### config.mk
export PLATFORM = sky130hd
export DESIGN_NAME = double_ended_ring_buffer
export DESIGN_NICKNAME = d
export VERILOG_FILES = /design/src/rtl/deb_pkg.sv /design/src/rtl/deb_addr.sv /design/src/rtl/deb_mem.sv /design/src/rtl/double_ended_ring_buffer.sv
export SDC_FILE = /design/constraint.sdc
export NUM_CORES = 2
export LEC_CHECK = 0
export CORE_UTILIZATION = 25
export DETAILED_ROUTE_END_ITERATION = 8
export DONT_BUFFER_PORTS = 1
export PLACE_DENSITY_LB_ADDON = 0.3
export SLEW_MARGIN = 15
export SYNTH_ARGS = -nofsm -noshare
export SYNTH_HDL_FRONTEND = slang
export SYNTH_HIERARCHICAL = 1
export SYNTH_SLANG_ARGS = --single-unit
export TNS_END_PERCENT = 30
### constraint.sdc
create_clock -name clk -period 9 [get_ports clk]
set_input_delay 0.9 -clock clk [delete_from_list [all_inputs] [get_ports clk]]
set_output_delay 0.9 -clock clk [all_outputs]
set_load 0.02 [all_outputs]
### src/rtl/deb_pkg.sv
// ----------------------------------------------------------------------------
// deb_pkg - shared types and constants for the double-ended ring buffer
// Opcode and status codes, fixed field widths and parameter defaults.
// ----------------------------------------------------------------------------
package deb_pkg;

  localparam int CNT_W          = 9;   // count, capacity, position fields
  localparam int OP_W           = 3;
  localparam int ST_W           = 3;
  localparam int DEPTH_DEF      = 256;
  localparam int DATA_WIDTH_DEF = 8;
  localparam logic [CNT_W-1:0] CAP_RESET = 9'd256;

  typedef enum logic [OP_W-1:0] {
    OP_PUSH_BACK  = 3'd0,
    OP_PUSH_FRONT = 3'd1,
    OP_POP_BACK   = 3'd2,
    OP_POP_FRONT  = 3'd3,
    OP_READ       = 3'd4,
    OP_INSERT     = 3'd5,
    OP_ERASE      = 3'd6,
    OP_CLEAR      = 3'd7
  } op_t;

  typedef enum logic [ST_W-1:0] {
    ST_OK      = 3'd0,
    ST_FULL    = 3'd1,
    ST_EMPTY   = 3'd2,
    ST_BADIDX  = 3'd3,
    ST_ZEROCAP = 3'd4
  } status_t;

endpackage

### src/rtl/deb_addr.sv
// ----------------------------------------------------------------------------
// deb_addr - ring address unit
// Maps a logical offset from the head to a slot: (base + offset) mod cap,
// valid while base < cap and offset < cap (one add, one compare-subtract).
// ----------------------------------------------------------------------------
module deb_addr (
  input  logic [deb_pkg::CNT_W-1:0] base,
  input  logic [deb_pkg::CNT_W-1:0] offset,
  input  logic [deb_pkg::CNT_W-1:0] cap,
  output logic [deb_pkg::CNT_W-1:0] phys
);

  localparam int CW = deb_pkg::CNT_W;

  logic [CW:0] sum;
  logic [CW:0] wrapped;

  assign sum     = {1'b0, base} + {1'b0, offset};
  assign wrapped = sum - {1'b0, cap};
  assign phys    = (sum >= {1'b0, cap}) ? wrapped[CW-1:0] : sum[CW-1:0];

endmodule

### src/rtl/deb_mem.sv
// ----------------------------------------------------------------------------
// deb_mem - slot storage
// Simple dual-port RAM, one write and one registered read per cycle.
// ----------------------------------------------------------------------------
module deb_mem #(
  parameter int DEPTH      = deb_pkg::DEPTH_DEF,
  parameter int DATA_WIDTH = deb_pkg::DATA_WIDTH_DEF
) (
  input  logic                     clk,
  input  logic                     we,
  input  logic [$clog2(DEPTH)-1:0] waddr,
  input  logic [DATA_WIDTH-1:0]    wdata,
  input  logic [$clog2(DEPTH)-1:0] raddr,
  output logic [DATA_WIDTH-1:0]    rdata
);

  logic [DATA_WIDTH-1:0] mem [DEPTH];

  always_ff @(posedge clk) begin
    if (we) begin
      mem[waddr] <= wdata;
    end
    rdata <= mem[raddr];
  end

endmodule

### src/rtl/double_ended_ring_buffer.sv
// ----------------------------------------------------------------------------
// double_ended_ring_buffer - deque on a circular store with run-time capacity
// Sequencer around one ring address unit and one slot RAM.
// ----------------------------------------------------------------------------
// Usage:
//   Request channel: in_valid / in_stall with opcode, item_value, position,
//   range_end. A request is taken when in_valid is high and in_stall low.
//   Result channel: out_valid / out_stall with read_value, status,
//   element_count, is_full, is_empty; one result per request, in order.
//   Capacity port: cfg_valid / cfg_ready / cfg_data; a write sets the
//   capacity (saturated to DEPTH) and empties the buffer.
// Sequencing:
//   Push, pop, clear and any rejected request pass S_EXEC, then S_FINISH;
//   a good read adds S_RD_WAIT. Insert and erase add S_MV_RD and S_MV_WR
//   per element moved, and an insert ends in S_INS_WR (a full insert at
//   index 0 does nothing); each move is a RAM read then a RAM write through
//   the one address unit, so the single RAM port pair sets the pace.
//   One request is in work at a time; in_stall is high until it is done.
//   The result sits in an output register, so the next request is taken
//   while a result waits; under a held out_stall that next result parks in
//   S_FINISH and keeps in_stall high until the output register frees up.
// Reset (synchronous, rst high): buffer empty, capacity 256, no result.
//   Slot contents are not cleared; only stored elements are ever read.
// ----------------------------------------------------------------------------
module double_ended_ring_buffer #(
  parameter int DEPTH      = deb_pkg::DEPTH_DEF,
  parameter int DATA_WIDTH = deb_pkg::DATA_WIDTH_DEF
) (
  input  logic                      clk,
  input  logic                      rst,
  // capacity write port
  input  logic                      cfg_valid,
  output logic                      cfg_ready,
  input  logic [deb_pkg::CNT_W-1:0] cfg_data,
  // request channel
  input  logic                      in_valid,
  output logic                      in_stall,
  input  logic [deb_pkg::OP_W-1:0]  opcode,
  input  logic [DATA_WIDTH-1:0]     item_value,
  input  logic [deb_pkg::CNT_W-1:0] position,
  input  logic [deb_pkg::CNT_W-1:0] range_end,
  // result channel
  output logic                      out_valid,
  input  logic                      out_stall,
  output logic [DATA_WIDTH-1:0]     read_value,
  output logic [deb_pkg::ST_W-1:0]  status,
  output logic [deb_pkg::CNT_W-1:0] element_count,
  output logic                      is_full,
  output logic                      is_empty
);

  localparam int CW      = deb_pkg::CNT_W;
  localparam int AW      = $clog2(DEPTH);
  // capacity field tops out at 511, so DEPTH only limits below that
  localparam int CAP_LIM = (DEPTH < 511) ? DEPTH : 511;
  localparam logic [CW-1:0] CAP_MAX = CW'(CAP_LIM);

  typedef enum logic [2:0] {
    S_IDLE,
    S_EXEC,     // decode, checks, single-slot updates
    S_MV_RD,    // read source slot of a move
    S_MV_WR,    // write it to the destination slot
    S_INS_WR,   // drop the inserted item into its slot
    S_RD_WAIT,  // registered RAM read for a read request
    S_FINISH    // hand result to the output register
  } state_t;

  state_t           state;
  deb_pkg::op_t     op_r;
  logic [DATA_WIDTH-1:0] item_r;
  logic [CW-1:0]    pos_r;
  logic [CW-1:0]    rend_r;
  logic [CW-1:0]    cap_reg;
  logic [CW-1:0]    head;
  logic [CW-1:0]    count;
  logic [CW-1:0]    moves;     // moves still to do
  logic [CW-1:0]    src;       // logical source of the current move
  logic [CW-1:0]    dst;       // logical destination of the current move
  logic [CW-1:0]    fin;       // logical slot for the inserted item
  logic             dir_up;
  logic             ins_fin;   // a final insert write follows the moves
  deb_pkg::status_t st_r;
  logic [DATA_WIDTH-1:0] rd_r;

  logic [CW-1:0]         eff_cap;
  logic [CW-1:0]         au_off;
  logic [CW-1:0]         phys;
  logic                  is_push;
  logic                  push_ok;
  logic                  fin_go;
  deb_pkg::status_t      exec_st;
  state_t                exec_state;
  logic                  mem_we;
  logic [AW-1:0]         mem_addr;
  logic [DATA_WIDTH-1:0] mem_wdata;
  logic [DATA_WIDTH-1:0] mem_rdata;

  assign eff_cap   = (cap_reg > CAP_MAX) ? CAP_MAX : cap_reg;
  assign in_stall  = (state != S_IDLE);
  assign cfg_ready = (state == S_IDLE);

  assign is_push = (op_r == deb_pkg::OP_PUSH_BACK) || (op_r == deb_pkg::OP_PUSH_FRONT);
  assign push_ok = is_push && (eff_cap != '0) && (count < eff_cap);

  // result leaves for the output register once that register is free
  assign fin_go = (state == S_FINISH) && (!out_valid || !out_stall);

  // status and follow-on state decided in the exec cycle
  always_comb begin
    exec_st    = deb_pkg::ST_OK;
    exec_state = S_FINISH;
    unique case (op_r) inside
      deb_pkg::OP_PUSH_BACK, deb_pkg::OP_PUSH_FRONT: begin
        if (eff_cap == '0) begin
          exec_st = deb_pkg::ST_ZEROCAP;
        end else if (count >= eff_cap) begin
          exec_st = deb_pkg::ST_FULL;
        end
      end
      deb_pkg::OP_POP_BACK, deb_pkg::OP_POP_FRONT: begin
        if ((count == '0) || (eff_cap == '0)) begin
          exec_st = deb_pkg::ST_EMPTY;
        end
      end
      deb_pkg::OP_READ: begin
        if ((pos_r >= count) || (eff_cap == '0)) begin
          exec_st = deb_pkg::ST_BADIDX;
        end else begin
          exec_state = S_RD_WAIT;
        end
      end
      deb_pkg::OP_INSERT: begin
        if (eff_cap == '0) begin
          exec_st = deb_pkg::ST_ZEROCAP;
        end else if (pos_r > count) begin
          exec_st = deb_pkg::ST_BADIDX;
        end else if (count < eff_cap) begin
          exec_state = (count == pos_r) ? S_INS_WR : S_MV_RD;
        end else if (pos_r != '0) begin
          exec_state = (pos_r == CW'(1)) ? S_INS_WR : S_MV_RD;
        end
      end
      deb_pkg::OP_ERASE: begin
        if ((pos_r > rend_r) || (rend_r > count)) begin
          exec_st = deb_pkg::ST_BADIDX;
        end else if ((rend_r > pos_r) && (eff_cap != '0)) begin
          exec_state = (count == rend_r) ? S_FINISH : S_MV_RD;
        end
      end
      default: begin
        exec_st = deb_pkg::ST_OK;
      end
    endcase
  end

  // offset fed to the shared address unit, one use per cycle
  always_comb begin
    au_off = '0;
    unique case (state)
      S_EXEC: begin
        unique case (op_r)
          deb_pkg::OP_PUSH_BACK:  au_off = count;
          deb_pkg::OP_PUSH_FRONT: au_off = eff_cap - 1'b1;  // head - 1 mod cap
          deb_pkg::OP_POP_FRONT:  au_off = CW'(1);
          deb_pkg::OP_READ:       au_off = pos_r;
          default:                au_off = '0;
        endcase
      end
      S_MV_RD:  au_off = src;
      S_MV_WR:  au_off = dst;
      S_INS_WR: au_off = fin;
      default:  au_off = '0;
    endcase
  end

  deb_addr u_addr (
    .base   (head),
    .offset (au_off),
    .cap    (eff_cap),
    .phys   (phys)
  );

  assign mem_addr  = AW'(phys);
  assign mem_we    = ((state == S_EXEC) && push_ok) || (state == S_MV_WR) ||
                     (state == S_INS_WR);
  assign mem_wdata = (state == S_MV_WR) ? mem_rdata : item_r;

  deb_mem #(
    .DEPTH      (DEPTH),
    .DATA_WIDTH (DATA_WIDTH)
  ) u_mem (
    .clk   (clk),
    .we    (mem_we),
    .waddr (mem_addr),
    .wdata (mem_wdata),
    .raddr (mem_addr),
    .rdata (mem_rdata)
  );

  always_ff @(posedge clk) begin
    if (rst) begin
      state     <= S_IDLE;
      cap_reg   <= deb_pkg::CAP_RESET;
      head      <= '0;
      count     <= '0;
      out_valid <= 1'b0;
    end else begin
      if (fin_go) begin
        out_valid <= 1'b1;
      end else if (!out_stall) begin
        out_valid <= 1'b0;
      end

      unique case (state)
        S_IDLE: begin
          if (in_valid) begin
            op_r   <= deb_pkg::op_t'(opcode);
            item_r <= item_value;
            pos_r  <= position;
            rend_r <= range_end;
            state  <= S_EXEC;
          end
        end

        S_EXEC: begin
          st_r  <= exec_st;
          rd_r  <= '0;
          state <= exec_state;
          unique case (op_r) inside
            deb_pkg::OP_PUSH_BACK, deb_pkg::OP_PUSH_FRONT: begin
              if (push_ok) begin
                // slot write happens this cycle at phys
                count <= count + 1'b1;
                if (op_r == deb_pkg::OP_PUSH_FRONT) begin
                  head <= phys;
                end
              end
            end
            deb_pkg::OP_POP_BACK, deb_pkg::OP_POP_FRONT: begin
              if ((count != '0) && (eff_cap != '0)) begin
                count <= count - 1'b1;
                if (op_r == deb_pkg::OP_POP_FRONT) begin
                  head <= phys;
                end
              end
            end
            deb_pkg::OP_READ: ;  // RAM read issued this cycle at phys
            deb_pkg::OP_INSERT: begin
              ins_fin <= 1'b1;
              if ((eff_cap != '0) && (pos_r <= count)) begin
                if (count < eff_cap) begin
                  // shift [pos, count) up by one, top down
                  count  <= count + 1'b1;
                  moves  <= count - pos_r;
                  dst    <= count;
                  src    <= count - 1'b1;
                  dir_up <= 1'b0;
                  fin    <= pos_r;
                end else if (pos_r != '0) begin
                  // full: drop front, shift [1, pos) down by one
                  moves  <= pos_r - 1'b1;
                  dst    <= '0;
                  src    <= CW'(1);
                  dir_up <= 1'b1;
                  fin    <= pos_r - 1'b1;
                end
              end
            end
            deb_pkg::OP_ERASE: begin
              ins_fin <= 1'b0;
              if ((pos_r <= rend_r) && (rend_r <= count) && (rend_r > pos_r) &&
                  (eff_cap != '0)) begin
                // close the gap: move [rend, count) down to pos
                count  <= count - (rend_r - pos_r);
                moves  <= count - rend_r;
                dst    <= pos_r;
                src    <= rend_r;
                dir_up <= 1'b1;
              end
            end
            default: begin
              count <= '0;
              head  <= '0;
            end
          endcase
        end

        S_MV_RD: begin
          state <= S_MV_WR;
        end

        S_MV_WR: begin
          moves <= moves - 1'b1;
          if (dir_up) begin
            src <= src + 1'b1;
            dst <= dst + 1'b1;
          end else begin
            src <= src - 1'b1;
            dst <= dst - 1'b1;
          end
          if (moves == CW'(1)) begin
            state <= ins_fin ? S_INS_WR : S_FINISH;
          end else begin
            state <= S_MV_RD;
          end
        end

        S_INS_WR: begin
          state <= S_FINISH;
        end

        S_RD_WAIT: begin
          rd_r  <= mem_rdata;
          state <= S_FINISH;
        end

        S_FINISH: begin
          if (fin_go) begin
            read_value    <= rd_r;
            status        <= st_r;
            element_count <= count;
            is_full       <= (count == eff_cap);
            is_empty      <= (count == '0);
            state         <= S_IDLE;
          end
        end

        default: state <= S_IDLE;
      endcase

      // capacity write empties the buffer
      if (cfg_valid && cfg_ready) begin
        cap_reg <= cfg_data;
        head    <= '0;
        count   <= '0;
      end
    end
  end

endmodule

==> impl_metrics.yaml <==
job:
  maxCapViolations: 0
cells_and_area:
  final_area_sq_um: 105000
  final_net_count: 5282
  largest_register: "u_mem/mem"
  layout-drive-gt1-share_pct: 22.3
  syn2layout_area_growth_pct: 16.7
  largest_reg_flops: 2048
synth:
  netlist.area_leader.share_pct: 71.9
  ys_seq_area_share_pct: 72.8
  yosysWarnings: 6
  ys_ff_latch: 2187
  ys.flop_type: "edfxtp_1"
  syn_area_per_cell_sq_um: 18.5
  syn_nets: 5002
  synth_edf_count: 2148
  synth_top_area_cell: "edfxtp_1"
  ys_top_cells_by_area: "edfxtp_1 (72%), mux4_2 (11%), mux2i_1 (1.7%), nor2_1 (1.5%), a22oi_1 (1.2%)"
  synth_cell_types: 93
  synthArstFlopShare_pct: 0
  syn_area_sq_um: 89700
  syn_inst: 4860
worst_setup_path:
  cp_max_fo: 34
  cp-start-kind: "register"
  cp.arrival_ps: 9330
  end_kind: "register"
  worstPathRequired_ps: 9760
  crit_type: "reg -> reg"
  r2r_slack_ps: 430
place:
  place_ws_ps: 163
  gp_congestion: 0.835
  postPlaceCellArea_sq_um: 96900
  portBuffers: 0
  hpwl_um: 162000
die:
  row_count: 219
  die-area_sq_um: 361000
  initial_core_util_pct: 25.2
  die_x_um: 601
  die_height_um: 601
  core_sq_um: 356000
  io_pins: 68
cts:
  numCtsBuffers: 229
  clockBufferDepth: 3
  path_clk_slew_ps: 70
  clock-sinks: 2187
  cts_tree: "built"
  hold_buffers: 0
  clock_latency_ps: 910
  htreeDepth: 4
  cts_root_buffer: "clkbuf_16"
sta:
  finalHoldViolCount: 0
  fmax_ghz: 0.117
  layout_setup_ws_ps: 432
  period_minus_slack_ps: 8570
  slew_violations: 0
  relSlewSlack_pct: 19.1
  setup_violations: 0
  finalCritPeriodShare_pct: 95.2
  fin_tns_setup_ps: 0
  clock_skew_ps: 119
  hold_slack_ps: 94.5
  worst_pin_slew_ps: 1210
  rsz0062_at_grt: "no"
hold_path:
  hp-class: "in -> reg"
drt:
  drt_first_pass_iters: 6
  drt_iter0_markers: 5020
  wl_um: 255000
  ant_nets: 0
  num_vias: 48210
  routed_via_density: 4.78
  wl_per_cell_um: 25.2
  remaining_drc_errors: 0
grt:
  grt_pass1_wl_um: 366000
  grt_max_degree: 197
  grt_pass1_vias: 48652
  grt_usage_pct: 13.8
  antenna_found_initial: 10
  grt_overflow: 0
run_status:
  outcome: "finished, final reports clean"
[worst paths after layout]
kind / from / end / depth (start not counted)
max: state[1] / u_mem/rdata[3] / 23
min: rst / state[1] / 1
max reg2reg: state[1] / u_mem/rdata[3] / 23
min reg2reg: rd_r[4] / read_value[4] / 0
[kinds of logic (layout without fill, tap and decap cells)]
family	count (synthesis)	in the layout	share of synthesized area [%]
flops	2187	2187	72.8
simple gates	837	837	4.32
compound gates	670	670	5.17
mux	613	613	13.2
buf+inv	375	847	2.24
fa+ha+maj	99	99	1.50
xor+xnor	79	79	0.771
other cells	0	5	0
[cell usage in the layout, fill, tap and decap left out, types with 19 or more instances in the layout]
master	count
edfxtp_1	2148
mux4_2	454
nor2_1	361
buf_4	308
clkbuf_16	229
a21oi_1	186
mux2i_1	147
a22oi_1	144
nand2_1	141
ha_1	85
inv_1	79
nand3_1	76
xnor2_1	59
nor3_1	55
clkinv_1	53
o221ai_1	49
nor2b_1	43
o21ai_0	40
clkbuf_1	40
o22ai_1	39
dfxtp_1	39
clkinv_2	39
a211oi_1	33
bufinv_16	31
nor4_1	28
buf_12	25
nand4_1	24
a221oi_1	22
xor2_1	20
o211ai_1	19
[final cells by class]
class	count	area, sq um
Antenna cell	5	12.5
Inverter	90	340
Timing Repair Buffer	334	2840
Clock buffer	270	5890
Multi-Input combinational cell	2298	22600
Sequential cell	2187	65300
Fill cell	34845	252000
Clock inverter	153	1820
Tap cell	4751	5940
[cell usage after synthesis, drive strengths merged (24+ instances only)]
cell type  number
nand4          24
mux4          456
a211oi         34
mux2i         148
a21oi         189
a221oi         24
o221ai         50
nor3           57
nand2         150
o22ai          39
buf           140
edfxtp       2148
nor2          365
xnor2          59
o21ai          51
nor2b          47
clkbuf        145
nand3          76
a22oi         144
inv            89
nor4           35
dfxtp          39
ha             85
[metrics by stage]
stage	utilization [%]	instances
floorplan	-	4860
global placement	27.2	9658
detailed placement	27.2	9658
CTS	29.4	10081
global route	29.4	10085
finish	29.4	10088
[layer usage]
metal	up-vias	share of wire (%)	global-route usage (%)
met5	-	0	0
met4	0	2.5	3.68
met3	354	6.3	2.27
met2	1694	46	21.8
met1	25766	45	19.6
li1	20396	-	-
[timing repair]
action                     4_1_cts  5_1_grt
gates resized for setup          0        1
setup endpoints to repair        0       17
setup buffers                    0        1
[critical path, cell delays in order, from the launching register on]
cell      delay (ps)
dfxtp_1          440
nor2b_1          500
nand2b_1         280
a211oi_2         530
a221o_1          290
ha_1             270
a211oi_1         290
o21bai_1         180
o21a_2           280
xor2_1           150
ha_1             360
a21oi_1          270
o21ai_0          220
a221o_1          420
a21oi_4          320
mux2_4           540
buf_4            680
nor2_4           220
buf_4            310
a22o_1           240
a221oi_1         740
o32ai_1          220
nor3_1           450
nor4_1           120
Power is left out: the tool's default activity adds up to more than one toggle a clock period on the data nets, which glitch-free logic cannot reach.
